`src/rtl/core/sym_herm_rank1_update_top_defines.svh`:
```
// ----------------------------------------------------------------------------
// sym_herm_rank1_update_top_defines
// assertion macros for the rank-1 update block
// ----------------------------------------------------------------------------
`ifndef SYM_HERM_RANK1_UPDATE_TOP_DEFINES_SVH
`define SYM_HERM_RANK1_UPDATE_TOP_DEFINES_SVH
// concurrent implication checked on every rising clock edge outside reset
`define SHR_ASSERT_IMP(label, clk, rst_n, ante, cons, msg) \
  label: assert property (@(posedge clk) disable iff (!rst_n) (ante) |-> (cons)) \
    else $error(msg);
// next-cycle implication checked outside reset
`define SHR_ASSERT_NXT(label, clk, rst_n, ante, cons, msg) \
  label: assert property (@(posedge clk) disable iff (!rst_n) (ante) |=> (cons)) \
    else $error(msg);
`endif

```
`src/rtl/core/shr_pkg.sv`:
```
// ----------------------------------------------------------------------------
// shr_pkg
// types and constants for the rank-1 update top, controller and datapath
// ----------------------------------------------------------------------------
package shr_pkg;

  localparam logic [1:0] OP_WRITE = 2'd0;
  localparam logic [1:0] OP_PUSH  = 2'd1;
  localparam logic [1:0] OP_READ  = 2'd2;

  localparam logic [2:0] CFG_ALPHA_RE = 3'd0;
  localparam logic [2:0] CFG_ALPHA_IM = 3'd1;
  localparam logic [2:0] CFG_HERM     = 3'd2;
  localparam logic [2:0] CFG_CONJ     = 3'd3;
  localparam logic [2:0] CFG_ACC      = 3'd4;
  localparam logic [2:0] CFG_SIZE     = 3'd5;

  // commands from controller to datapath
  typedef struct packed {
    logic load;     // latch input item
    logic wr_entry; // store write item
    logic x_wr;     // store x element
    logic rd_issue; // issue matrix and x read for current column or read item
    logic mul1;     // x operand stage
    logic mul2;     // x product stage
    logic commit;   // add, saturate, write back, load output
    logic rd_out;   // load output from read data (read item)
    logic is_last;
  } shr_cmd_t;

  // status from datapath to controller
  typedef struct packed {
    logic [1:0] op;
    logic       idx_ok;
  } shr_sts_t;

endpackage

```
`src/rtl/core/shr_ctrl.sv`:
```
// ----------------------------------------------------------------------------
// shr_ctrl
// sequencer for item handling, push column loop and output handshake
// ----------------------------------------------------------------------------
module shr_ctrl import shr_pkg::*; #(
  parameter int MaxN = 16
) (
  input  logic                    clk_i,
  input  logic                    rst_ni,
  input  logic                    in_valid_i,
  output logic                    in_ready_o,
  output logic                    out_valid_o,
  input  logic                    out_ready_i,
  input  logic [4:0]              size_i,
  input  shr_sts_t                sts_i,
  output shr_cmd_t                cmd_o,
  output logic [$clog2(MaxN)-1:0] row_o,
  output logic [$clog2(MaxN)-1:0] col_o
);

  localparam int IW = $clog2(MaxN);

  typedef enum logic [7:0] {
    S_IDLE = 8'b00000001,
    S_DEC  = 8'b00000010,
    S_RD   = 8'b00000100,
    S_M1   = 8'b00001000,
    S_M2   = 8'b00010000,
    S_M3   = 8'b00100000,
    S_CMT  = 8'b01000000,
    S_OUT  = 8'b10000000
  } state_e;

  state_e         state_q, state_d;
  logic [IW-1:0]  prow_q, prow_d, row_q, row_d, col_q, col_d;
  logic           ov_q, ov_d;
  logic [6:0]     n_eff;

  always_comb begin
    n_eff = 7'(size_i);
    if (n_eff == 7'd0) n_eff = 7'd1;
    if (32'(n_eff) > MaxN) n_eff = 7'(MaxN);
  end

  assign in_ready_o  = (state_q == S_IDLE) && !ov_q;
  assign out_valid_o = ov_q;
  assign row_o = row_q;
  assign col_o = col_q;

  // next state and commands
  always_comb begin
    state_d = state_q; prow_d = prow_q; row_d = row_q; col_d = col_q;
    ov_d = ov_q && !out_ready_i;
    cmd_o = '0;
    cmd_o.is_last = (col_q == row_q);
    case (state_q)
      S_IDLE: begin
        if (in_valid_i && in_ready_o) begin
          cmd_o.load = 1'b1; state_d = S_DEC;
        end
      end
      S_DEC: begin
        case (sts_i.op)
          OP_WRITE: begin
            cmd_o.wr_entry = sts_i.idx_ok; state_d = S_IDLE;
          end
          OP_READ: begin
            cmd_o.rd_issue = 1'b1; state_d = S_OUT;
          end
          OP_PUSH: begin
            row_d = (32'(prow_q) >= 32'(n_eff)) ? '0 : prow_q;
            col_d = '0; state_d = S_RD;
          end
          default: state_d = S_IDLE;
        endcase
      end
      // result register free, or emptied at this edge
      S_RD: begin
        if (!ov_q || out_ready_i) begin
          cmd_o.x_wr = (col_q == '0); cmd_o.rd_issue = 1'b1; state_d = S_M1;
        end
      end
      S_M1: begin cmd_o.mul1 = 1'b1; state_d = S_M2; end
      S_M2: begin cmd_o.mul2 = 1'b1; state_d = S_M3; end
      // alpha product registers
      S_M3: begin state_d = S_CMT; end
      S_CMT: begin
        cmd_o.commit = 1'b1; ov_d = 1'b1;
        if (col_q == row_q) begin
          prow_d = (32'(row_q) + 1 >= 32'(n_eff)) ? '0 : IW'(32'(row_q) + 1);
          state_d = S_IDLE;
        end else begin
          col_d = col_q + 1'b1; state_d = S_RD;
        end
      end
      S_OUT: begin cmd_o.rd_out = 1'b1; ov_d = 1'b1; state_d = S_IDLE; end
      default: state_d = S_IDLE;
    endcase
  end

  always_ff @(posedge clk_i or negedge rst_ni) begin
    if (!rst_ni) begin
      state_q <= S_IDLE; prow_q <= '0; row_q <= '0; col_q <= '0;
      ov_q <= 1'b0;
    end else begin
      state_q <= state_d; prow_q <= prow_d; row_q <= row_d; col_q <= col_d;
      ov_q <= ov_d;
    end
  end

endmodule
```
`config.mk`:
```
export PLATFORM = sky130hd
export DESIGN_NAME = shr_ctrl
export DESIGN_NICKNAME = d
export VERILOG_FILES = /design/src/rtl/core/sym_herm_rank1_update_top_defines.svh /design/src/rtl/core/shr_pkg.sv /design/src/rtl/core/shr_ctrl.sv
export SDC_FILE = /design/constraint.sdc
export NUM_CORES = 1
export LEC_CHECK = 0
export ABC_CLOCK_PERIOD_IN_PS = 6200
export BUFFER_PORTS_ARGS = -buffer_cell sky130_fd_sc_hd__buf_2
export CORE_UTILIZATION = 25
export CTS_CLUSTER_SIZE = 28
export DETAILED_ROUTE_END_ITERATION = 8
export GPL_TIMING_DRIVEN = 0
export HOLD_SLACK_MARGIN = 0.12
export SETUP_SLACK_MARGIN = 0.1
export SYNTH_ARGS = -nofsm -noshare
export SYNTH_HDL_FRONTEND = slang
export SYNTH_SLANG_ARGS = --single-unit
```
`constraint.sdc`:
```
create_clock -name clk_i -period 6.2 [get_ports clk_i]
set_clock_uncertainty 0.2 [all_clocks]
set_input_delay 0.62 -clock clk_i [delete_from_list [all_inputs] [get_ports clk_i]]
set_output_delay 0.62 -clock clk_i [all_outputs]
set_load 0.01 [all_outputs]
```
=== Word-level counts from Yosys, hierarchy flattened ===
Cells that the tools add are included.

* Flip-flop bits (word level): 21
* Input port bits: 12

* Add/subtract/negate cells: 2
* $lt $le $gt $ge: 3
* Equal/unequal tests: 15
* Multiplexer cells: 25
* Reductions and logical operators: 15

{| class="wikitable"
|+ Operators by type and width
! cell !! count
|-
| case mux 8 bit (7 select lines) || 1
|-
| greater-or-equal comparator 32 x 7 -> 1 bit || 1
|-
| 2-to-1 mux 4 bit || 4
|-
| 2-to-1 mux 8 bit || 2
|-
| case mux 8 bit (2 select lines) || 1
|-
| 2-to-1 mux 1 bit || 11
|-
| 2-to-1 mux 5 bit || 2
|-
| == test 8 x 1 -> 1 bit (second input constant) || 1
|-
| == test 8 x 2 -> 1 bit (second input constant) || 1
|-
| == test 8 x 3 -> 1 bit (second input constant) || 1
|-
| == test 8 x 4 -> 1 bit (second input constant) || 1
|-
| == test 8 x 5 -> 1 bit (second input constant) || 1
|-
| == test 8 x 6 -> 1 bit (second input constant) || 1
|-
| == test 8 x 7 -> 1 bit (second input constant) || 1
|-
| == test 8 bit (second input constant) || 1
|-
| case mux 4 bit (2 select lines) || 1
|-
| greater-or-equal comparator 4 x 7 -> 1 bit || 1
|-
| > comparator 7 x 5 -> 1 bit (second input constant) || 1
|-
| AND reduction 2 bit || 3
|-
| adder 4 x 1 -> 5 bit (second input constant) || 1
|-
| zero test 5 bit || 1
|-
| adder 4 x 1 -> 4 bit (second input constant) || 1
|-
| == test 4 bit || 1
|-
| zero test 4 bit || 1
|-
| 14 further kinds || 19
|}

=== Longest topological paths before layout ===
Gate-level depths: netlist of run 1.

* Word-level depth: 6
* Gate-level depth with buffers: 9
* Depth with buffers taken out: 9

=== Least setup slack after synthesis of run 1 ===
Ideal clock, no wire load.

* Path type: input-to-reg
* From: input size_i[1]
* To: register row_q[0] (netlist: row_o[0])
* Library setup time: 95 ps
* Arrival: 1960 ps
* Slack: 3944 ps
* Stages: 9
* Cells stage by stage: nor3_1 > nor2_1 > nor2_1 > ha_1 > nand2b_1 > a21o_1 > a211oi_1 > nor3_1 > o31ai_1

* Word-level cells in the longest chain between the ends: 6

{| class="wikitable"
|+ RTL lines
! element !! line !! RTL
|-
| start, declared || shr_ctrl.sv:14 || <nowiki>input logic [4:0] size_i,</nowiki>
|-
| zero test 5 bit || shr_ctrl.sv:41 || <nowiki>if (n_eff == 7'd0) n_eff = 7'd1;</nowiki>
|-
| 2-to-1 mux 5 bit * || shr_ctrl.sv:41 ||
|-
| > comparator 7 x 5 -> 1 bit || shr_ctrl.sv:42 || <nowiki>if (32'(n_eff) > MaxN) n_eff = 7'(MaxN);</nowiki>
|-
| 2-to-1 mux 5 bit * || shr_ctrl.sv:42 ||
|-
| greater-or-equal comparator 4 x 7 -> 1 bit * || shr_ctrl.sv:71 || <nowiki>row_d = (32'(prow_q) >= 32'(n_eff)) ? '0 : prow_q;</nowiki>
|-
| 2-to-1 mux 4 bit * || shr_ctrl.sv:71 ||
|-
| end signal, assigned || shr_ctrl.sv:106 || <nowiki>state_q <= state_d; prow_q <= prow_d; row_q <= row_d; col_q <= col_d;</nowiki>
|-
| end, declared || shr_ctrl.sv:35 || <nowiki>logic [IW-1:0] prow_q, prow_d, row_q, row_d, col_q, col_d;</nowiki>
|}

Every way passes the cells marked *; elsewhere a longest branch is shown, timed or not.
A chain may end at the register's enable or synchronous reset.

==> results.json, run 1 <==
{
  "synth_edf_count": 0,
  "multi_input_area_sq_um": 882.1,
  "cp_slowest_stage_delay_ns": 0.58,
  "cts_sinks": 21,
  "nFillCells": 587,
  "critPathTopFamily": "simple AND/OR/NAND/NOR gates",
  "synthesis.instances": 157,
  "ys_ff_latch": 21,
  "syn_avg_cell_area_sq_um": 9.316,
  "cp_max_fo": 8,
  "slowest_stage": "or4_4",
  "use_met1_pct": 15.86,
  "drtIter0Drc": 45,
  "met2_usage_pct": 20.00,
  "core_sq_um": 5574,
  "cts_root_buffer": "clkbuf_8",
  "grt_use_total_pct": 11.96,
  "die_x_um": 78.49,
  "ctsHoldBuffers": 0,
  "tightest_slew_ns": 0.5715,
  "maxSlewHeadroom_pct": 61.61,
  "drcViolationCount": 0,
  "nets": 221,
  "p_leak_uw": 0.0008838,
  "power_density_nw_per_um2": 306.4,
  "period_needed_ns": 2.812,
  "busiest_layer": "met2",
  "path_buf_inv": 1,
  "grt_pass1_vias": 1180,
  "peakVddDrop_mv": 0.09619,
  "fmax_mhz": 355.7,
  "gr-usage-met3_pct": 2.093,
  "initial_core_util_pct": 26.24,
  "gr-total-overflow": 0,
  "fin_util_pct": 31.38,
  "finalSetupTns_ns": 0,
  "setup_viol": 0,
  "outcome": "finished clean",
  "syn_nets": 186,
  "cts_tree": "built",
  "area_growth_pct": 19.59,
  "drt_wl_total_mm": 3.383,
  "portBuffers": 30,
  "cts.clk_slew.worst_paths_ns": 0.08,
  "cp-end-kind": "output port",
  "grt_setup_unrepaired": "no",
  "final_layout_size_suffix_gt1_share_pct": 24.61,
  "avgRoutedWirePerCell_um": 12.86,
  "final_common_cell": "buf_2",
  "num_rows": 27,
  "ys.warnings.count": 0,
  "clockBufferDepth": 2,
  "reg2reg_depth": 6,
  "dp_hpwl_mm": 2.614,
  "dieArea_sq_um": 6161,
  "cap_viol_max_count": 0,
  "finalHoldViolations": 0,
  "crit_required_ns": 5.38,
  "finalCritPeriodShare_pct": 45.35,
  "htreeDepth": 1,
  "die_height_um": 78.49,
  "antenna_found_initial": 0,
  "grt_max_degree": 22,
  "routed_via_density": 4.719,
  "ant_nets": 0,
  "mostFrequentLayoutCells": "buf_2 (31), dfrtp_1 (20), nand2_1 (19), ha_1 (17), nor2_1 (13)",
  "path_depth": 3,
  "post_cts_buffers": 0,
  "critPathLaunchType": "register",
  "gp_congestion": 0.8099,
  "hp-class": "primary input to async pin",
  "seq_area_frac_synth_pct": 36.01,
  "slew_violations": 0,
  "vias": 1241,
  "post_cts_resized": 0,
  "async_flop_share_pct": 100.0,
  "path_class": "register to output port",
  "synth_ff_type": "dfrtp_1",
  "grt_pass1_wl_mm": 5.789,
  "netlist_area_sq_um": 1463,
  "cts_buffers": 3,
  "final-seq-area_sq_um": 526.8,
  "cp_cell_sequence": "or4_4 -> nor4_4 -> buf_2",
  "ios": 31,
  "antenna_cells": 0,
  "clock_latency_ns": 0.26,
  "yosysUniqueCellTypes": 40,
  "total_power_uw": 535.9,
  "arrival_ns": 1.99,
  "first_pass_iters": 4
}
[stage by stage]
stage	hold slack (ns)	instance area, sq um	setup slack [ns]	cells
2_1_floorplan	0.1244	1463	3.944	157
3_3_place_gp	0.3170	1703	3.668	259
3_5_place_dp	0.3237	1703	3.635	259
4_1_cts	0.1303	1749	3.367	263
5_1_grt	0.1515	1749	3.299	263
6_report	0.1202	1749	3.388	263
[cell usage after synthesis, types with 2 or more instances]
master | count | area [sq um]
a21oi_1 | 5 | 25.02
nor4_1 | 3 | 18.77
and3_1 | 5 | 31.28
nand2_1 | 19 | 71.32
xnor2_1 | 6 | 52.55
ha_1 | 17 | 212.7
and4b_1 | 3 | 30.03
or4_4 | 2 | 22.52
nor2_1 | 13 | 48.80
o211ai_1 | 4 | 30.03
dfrtp_1 | 20 | 500.5
and4b_2 | 3 | 33.78
nor3b_1 | 3 | 22.52
and2_1 | 2 | 12.51
o21ai_1 | 7 | 35.03
nand2b_1 | 4 | 25.02
inv_1 | 10 | 37.54
a21o_1 | 3 | 22.52
nand3_1 | 3 | 15.01
xor2_1 | 3 | 26.28
clkbuf_1 | 2 | 7.510
nor3_1 | 2 | 10.01
[final cells by class]
class / instances / share of cell area, %
Buffer: 3 / 0.7153
Sequential cell: 21 / 30.11
Multi-Input combinational cell: 122 / 50.43
Clock buffer: 3 / 2.361
Tap cell: 72 / 5.150
Clock inverter: 1 / 0.2861
Inverter: 11 / 2.361
Timing Repair Buffer: 30 / 8.584
[logic make-up after synthesis]
family,count (synthesis),synth area share [%]
AND/OR/NAND/NOR,70,28.91
buffers and inverters,14,3.678
AO/OA/AOI/OAI,25,10.69
adder cells (fa/ha/maj),17,14.54
flip-flops,21,36.01
XOR/XNOR,9,5.390
multiplexers,1,0.7698
[where the power goes]
part           switching (uW)  internal (uW)
registers                39.4            164
clock network            46.0           44.8
logic                     138            104
total                     223            313
[registers in the layout, indices dropped and copies added, names as in the netlist]
register and count:
state_q 8, prow_q 4, row_o 4, col_o 4
out_valid_o 1
[layer usage]
metal	share of wire (%)	vias up
met4	0.74	0
met3	2.8	4
met2	46	21
met5	0	-
met1	50	592
li1	-	624
[worst reg2reg max path, stage by stage, from the launching register on]
cell and delay (ns):
dfrtp_1 0.44, nor4_2 0.41, and3_1 0.33, and2_1 0.16, clkbuf_1 0.24, o21ai_1 0.12, mux2_2 0.29
[final timing paths]
kind	endpoint	start	slack (ns)
min	state_q[3]$_DFFE_PN0P_	rst_ni	0.12
min in group clk_i	prow_q[1]$_DFFE_PN0P_	prow_q[1]$_DFFE_PN0P_	0.35
min reg2reg	prow_q[1]$_DFFE_PN0P_	prow_q[1]$_DFFE_PN0P_	0.35
max reg2reg	col_o[0]$_DFFE_PN0P_	state_q[5]$_DFFE_PN0P_	3.91
max in group asynchronous	state_q[0]$_DFFE_PN1P_	rst_ni	5.32
max	cmd_o[2]	state_q[5]$_DFFE_PN0P_	3.39
No activity file was read; power rests on OpenSTA's default activity.
==> inputs of run 2 (changes only) <==
--- a/config.mk
+++ b/config.mk
@@ -5,7 +5,7 @@
 export SDC_FILE = /design/constraint.sdc
 export NUM_CORES = 1
 export LEC_CHECK = 0
-export ABC_CLOCK_PERIOD_IN_PS = 6200
+export ABC_CLOCK_PERIOD_IN_PS = 2700
 export BUFFER_PORTS_ARGS = -buffer_cell sky130_fd_sc_hd__buf_2
 export CORE_UTILIZATION = 25
 export CTS_CLUSTER_SIZE = 28
==> constraint.sdc (replaced) <==
create_clock -name clk_i -period 2.7 [get_ports clk_i]
set_clock_uncertainty 0.2 [all_clocks]
set_input_delay 0.27 -clock clk_i [delete_from_list [all_inputs] [get_ports clk_i]]
set_output_delay 0.27 -clock clk_i [all_outputs]
set_load 0.01 [all_outputs]
==> results.json, run 2 (synthesis results as in run 1) <==
{
  "avgRoutedWirePerCell_um": 12.83,
  "power_density_nw_per_um2": 696.9,
  "nFillCells": 585,
  "finalSetupTns_ns": 0,
  "hp-class": "primary input to register",
  "final-seq-area_sq_um": 526.8,
  "r2r_start": "state_q[5]$_DFFE_PN0P_",
  "finalCritPeriodShare_pct": 91.17,
  "min_from": "out_ready_i",
  "routed_via_density": 4.709,
  "clockPowerShare_pct": 16.9,
  "portBuffers": 30,
  "arrival_ns": 1.99,
  "antenna_found_initial": 0,
  "combPwrFrac_pct": 45.2,
  "setup_viol": 0,
  "cp_max_fo": 8,
  "gr-total-overflow": 0,
  "cts_sinks": 21,
  "critPathLaunchType": "register",
  "p_leak_uw": 0.0008922,
  "peakVddDrop_mv": 0.2209,
  "mostFrequentLayoutCells": "buf_2 (31), dfrtp_1 (20), nand2_1 (19), ha_1 (17), nor2_1 (13)",
  "dp_cells": 259,
  "largest_reg_flops": 8,
  "maxSlewHeadroom_pct": 61.60,
  "finalHoldViolations": 0,
  "cp-end-kind": "output port",
  "htreeDepth": 1,
  "gp_congestion": 0.8099,
  "clock_latency_ns": 0.26,
  "cts_root_buffer": "clkbuf_8",
  "post_cts_buffers": 0,
  "internal-power_uw": 720.3,
  "reg2reg_depth": 6,
  "grt_pass1_wl_mm": 5.802,
  "slew_violations": 0,
  "r2r-end": "col_o[0]$_DFFE_PN0P_",
  "fmax_mhz": 406.2,
  "seqPwrFrac_pct": 37.9,
  "vias": 1248,
  "dp_hpwl_mm": 2.614,
  "r2r_slack_ns": 0.41,
  "multi_input_area_sq_um": 882.1,
  "initial_core_util_pct": 26.24,
  "path_class": "register to output port",
  "outcome": "finished clean",
  "nets": 223,
  "swShare_pct": 41.58,
  "min_path_cells": 3,
  "layout.cells.non_filler": 265,
  "drcViolationCount": 0,
  "period_needed_ns": 2.462,
  "dieArea_sq_um": 6161,
  "ios": 31,
  "cts_buffers": 3,
  "cts_tree": "built",
  "hold-path-endpoint": "out_valid_o$_DFF_PN0_",
  "clockBufferDepth": 2,
  "grt_pass1_vias": 1183,
  "die_x_um": 78.49,
  "ant_nets": 0,
  "final_common_cell": "buf_2",
  "drt_wl_total_mm": 3.400,
  "grt_setup_unrepaired": "no",
  "regMostFlops": "state_q",
  "first_pass_iters": 4,
  "cts.clk_slew.worst_paths_ns": 0.08,
  "core_sq_um": 5574,
  "final_layout_size_suffix_gt1_share_pct": 24.35,
  "area_growth_pct": 20.96,
  "grt_max_degree": 22,
  "die_height_um": 78.49,
  "p_sw_uw": 512.6,
  "cap_viol_max_count": 0,
  "num_rows": 27,
  "crit_required_ns": 2.23,
  "tightest_slew_ns": 0.5716,
  "antenna_cells": 0,
  "grt_use_total_pct": 11.99,
  "drtIter0Drc": 57
}
-- run 2: cell count changes in the layout (fill, tap and decap cells not counted) --
| cell | previous run | this run |
|---|---|---|
| dlygate4sd3_1 | 0 | 2 |
-- run 2: repair_timing --
action | 4_1_cts | 5_1_grt
hold buffers | 2 | 0
endpoints found under the hold margin | 21 | 0
gates resized for setup | 0 | 0
-- run 2: power groups by stage --
| stage | registers, uW | clock network [uW] | logic, uW |
|---|---|---|---|
| final | 468 | 208 | 557 |
| after global routing | 484 | 231 | 633 |
| after CTS | 470 | 216 | 561 |
| after detailed placement | 476 | 0 | 554 |
| after global placement | 474 | 0 | 548 |
| after floorplan | 471 | 0 | 372 |
-- run 2: area by class of cell --
type / instances / share of cell area, %
sequential: 21 / 29.77
multi-input combinational: 122 / 49.86
buffer: 3 / 0.7072
clock inverter: 1 / 0.2829
timing repair buffer: 32 / 9.618
tap: 72 / 5.092
clock buffer: 3 / 2.334
inverter: 11 / 2.334
-- run 2: per-layer routing --
layer | part of all wire (%) | routed length [um] | global-route usage [%] | up-vias
li1 | - | - | - | 629
met2 | 46 | 1577 | 20.00 | 21
met3 | 2.8 | 96 | 2.093 | 4
met4 | 0.74 | 25 | 2.963 | 0
met1 | 50 | 1701 | 15.93 | 594
met5 | 0 | 0 | 0 | -
-- run 2: worst max path at each step --
stage / start / endpoint / slack [ns]
after floorplan: state_q[5]$_DFFE_PN0P_ / col_o[0]$_DFFE_PN0P_ / 0.57
after global placement: state_q[5]$_DFFE_PN0P_ / col_o[0]$_DFFE_PN0P_ / 0.41
after global routing: state_q[5]$_DFFE_PN0P_ / cmd_o[2] / 0.15
after detailed placement: state_q[5]$_DFFE_PN0P_ / col_o[0]$_DFFE_PN0P_ / 0.41
after CTS: state_q[5]$_DFFE_PN0P_ / cmd_o[2] / 0.22
final: state_q[5]$_DFFE_PN0P_ / cmd_o[2] / 0.24
-- run 2: metrics by stage --
stage / power (uW) / setup slack, ns / hold slack [ns] / util, % / instance area [sq um]
6_report: 1233 / 0.2383 / 0.1381 / 31.74 / 1769
5_1_grt: 1347 / 0.1486 / 0.1674 / 31.74 / 1769
4_1_cts: 1247 / 0.2173 / 0.1355 / 31.74 / 1769
3_5_place_dp: 1029 / 0.4090 / 0.06632 / 30.55 / 1703
3_3_place_gp: 1022 / 0.4111 / 0.06678 / 30.55 / 1703
2_1_floorplan: 842.9 / 0.5700 / -0.2256 / - / 1463
-- run 2: critical path, stage by stage (launching register included) --
cell and delay (ns):
dfrtp_1 0.44, or4_4 0.58, nor4_4 0.49, buf_2 0.23
==> inputs of run 3 (changes only) <==
--- a/config.mk
+++ b/config.mk
@@ -12,7 +12,7 @@
 export DETAILED_ROUTE_END_ITERATION = 8
 export GPL_TIMING_DRIVEN = 0
 export HOLD_SLACK_MARGIN = 0.12
-export SETUP_SLACK_MARGIN = 0.1
+export SETUP_SLACK_MARGIN = 0.5
 export SYNTH_ARGS = -nofsm -noshare
 export SYNTH_HDL_FRONTEND = slang
 export SYNTH_SLANG_ARGS = --single-unit
==> results.json, run 3 (synthesis results as in run 1) <==
{
  "peakVddDrop_mv": 0.2527,
  "antenna_found_initial": 0,
  "cts_tree": "built",
  "routed_via_density": 4.707,
  "core_sq_um": 5574,
  "drcViolationCount": 0,
  "grt_pass1_wl_mm": 5.871,
  "cp_slowest_stage_delay_ns": 0.57,
  "power_density_nw_per_um2": 686.9,
  "num_rows": 27,
  "ios": 31,
  "slew_violations": 0,
  "seqPwrFrac_pct": 36.9,
  "largest_reg_flops": 8,
  "drt_wl_total_mm": 3.493,
  "cts_root_buffer": "clkbuf_8",
  "dp_cells": 259,
  "avgRoutedWirePerCell_um": 12.94,
  "fmax_mhz": 458.3,
  "finalCritPeriodShare_pct": 80.81,
  "outcome": "finished clean",
  "htreeDepth": 1,
  "nets": 228,
  "tightest_slew_ns": 0.5769,
  "clockPowerShare_pct": 16.4,
  "gp_congestion": 0.8099,
  "swShare_pct": 41.97,
  "p_leak_uw": 0.0009281,
  "p_sw_uw": 534.5,
  "final_common_cell": "buf_2",
  "setup_viol": 0,
  "final_layout_size_suffix_gt1_share_pct": 32.32,
  "die_x_um": 78.49,
  "cap_viol_max_count": 0,
  "finalSetupTns_ns": 0,
  "cp_max_fo": 4,
  "portBuffers": 30,
  "drtIter0Drc": 41,
  "hp-class": "primary input to register",
  "gr-total-overflow": 0,
  "clockBufferDepth": 2,
  "nFillCells": 569,
  "layout.cells.non_filler": 270,
  "internal-power_uw": 739.1,
  "dp_hpwl_mm": 2.614,
  "regMostFlops": "state_q",
  "period_needed_ns": 2.182,
  "cp_cell_sequence": "or4_4 -> nor4_4 -> buf_2",
  "first_pass_iters": 5,
  "cts_buffers": 3,
  "vias": 1271,
  "grt_use_total_pct": 12.09,
  "maxSlewHeadroom_pct": 61.25,
  "cts_sinks": 21,
  "die_height_um": 78.49,
  "arrival_ns": 1.71,
  "stdcell_area_sq_um": 1854,
  "path_class": "register to output port",
  "r2r_slack_ns": 0.56,
  "critPathLaunchType": "register",
  "ant_nets": 0,
  "initial_core_util_pct": 26.24,
  "finalHoldViolations": 0,
  "area_growth_pct": 26.78,
  "grt_max_degree": 22,
  "dieArea_sq_um": 6161,
  "slowest_stage": "or4_4",
  "mostFrequentLayoutCells": "buf_2 (31), nand2_1 (18), ha_1 (17), dfrtp_1 (16), nor2_1 (12)",
  "fin_util_pct": 33.27,
  "cts.clk_slew.worst_paths_ns": 0.08,
  "clock_latency_ns": 0.26,
  "crit_required_ns": 2.23,
  "combPwrFrac_pct": 46.6,
  "cp-end-kind": "output port",
  "antenna_cells": 0,
  "grt_pass1_vias": 1185,
  "grt_setup_unrepaired": "yes",
  "place_area_sq_um": 1703
}
==> run 3: cell count changes in the layout (fill, tap and decap cells not counted), sizes merged <==
| cell | change |
|---|---|
| buf | +5 |
==> run 3: worst paths after layout <==
path	start	to	depth (start not counted)
setup / recovery	state_q[5]$_DFFE_PN0P_	cmd_o[2]	3
hold / removal	out_ready_i	out_valid_o$_DFF_PN0_	3
setup reg to reg	state_q[5]$_DFFE_PN0P_	prow_q[1]$_DFFE_PN0P_	5
hold reg to reg	prow_q[1]$_DFFE_PN0P_	prow_q[1]$_DFFE_PN0P_	2
max in group asynchronous	rst_ni	row_o[0]$_DFFE_PN0P_	2
min in group asynchronous	rst_ni	state_q[7]$_DFFE_PN0P_	2
==> run 3: worst max-delay path, delay by kind of cell (launching register included) <==
family                 cells  cell delay (ns)
buffers and inverters      1             0.19
AND/OR/NAND/NOR            2             0.81
flip-flops                 1             0.45
==> run 3: final cells by class <==
| class | instances | area [sq um] | share of cell area, % |
|---|---|---|---|
| Inverter | 11 | 41.29 | 2.227 |
| Multi-Input combinational cell | 122 | 922.1 | 49.73 |
| Tap cell | 72 | 90.09 | 4.858 |
| Clock buffer | 3 | 41.29 | 2.227 |
| Sequential cell | 21 | 531.8 | 28.68 |
| Buffer | 3 | 15.01 | 0.8097 |
| Timing Repair Buffer | 37 | 207.7 | 11.20 |
| Clock inverter | 1 | 5.005 | 0.2699 |
==> run 3: timing repair <==
| action | 4_1_cts | 5_1_grt |
|---|---|---|
| setup endpoints to repair | 11 | 14 |
| hold buffers | 2 | 0 |
| resized for setup | 4 | 13 |
| setup buffers | 2 | 3 |
| endpoints found under the hold margin | 21 | 0 |
| pin swaps | 1 | 5 |
==> run 3: per-layer routing <==
layer / GRT usage [%] / vias up / part of all wire [%]
met4: 2.778 / 0 / 0.72
met3: 2.093 / 4 / 2.7
met2: 20.09 / 25 / 47
met5: 0 / - / 0
li1: - / 637 / -
met1: 16.22 / 605 / 50
==> run 3: through the flow <==
step	hold slack, ns	worst slack (ns)	power [uW]
after global routing	0.1675	0.4255	1386
final	0.1406	0.5181	1274
after floorplan	-0.2256	0.5700	842.9
after detailed placement	0.06632	0.4090	1029
after global placement	0.06678	0.4111	1022
after CTS	0.1355	0.4881	1255
==> run 3: power by group through the flow <==
stage	sequential (uW)	combinational, uW	clock [uW]
3_5_place_dp	476	554	0
2_1_floorplan	471	372	0
6_report	470	594	209
5_1_grt	486	670	231
3_3_place_gp	474	548	0
4_1_cts	471	568	216
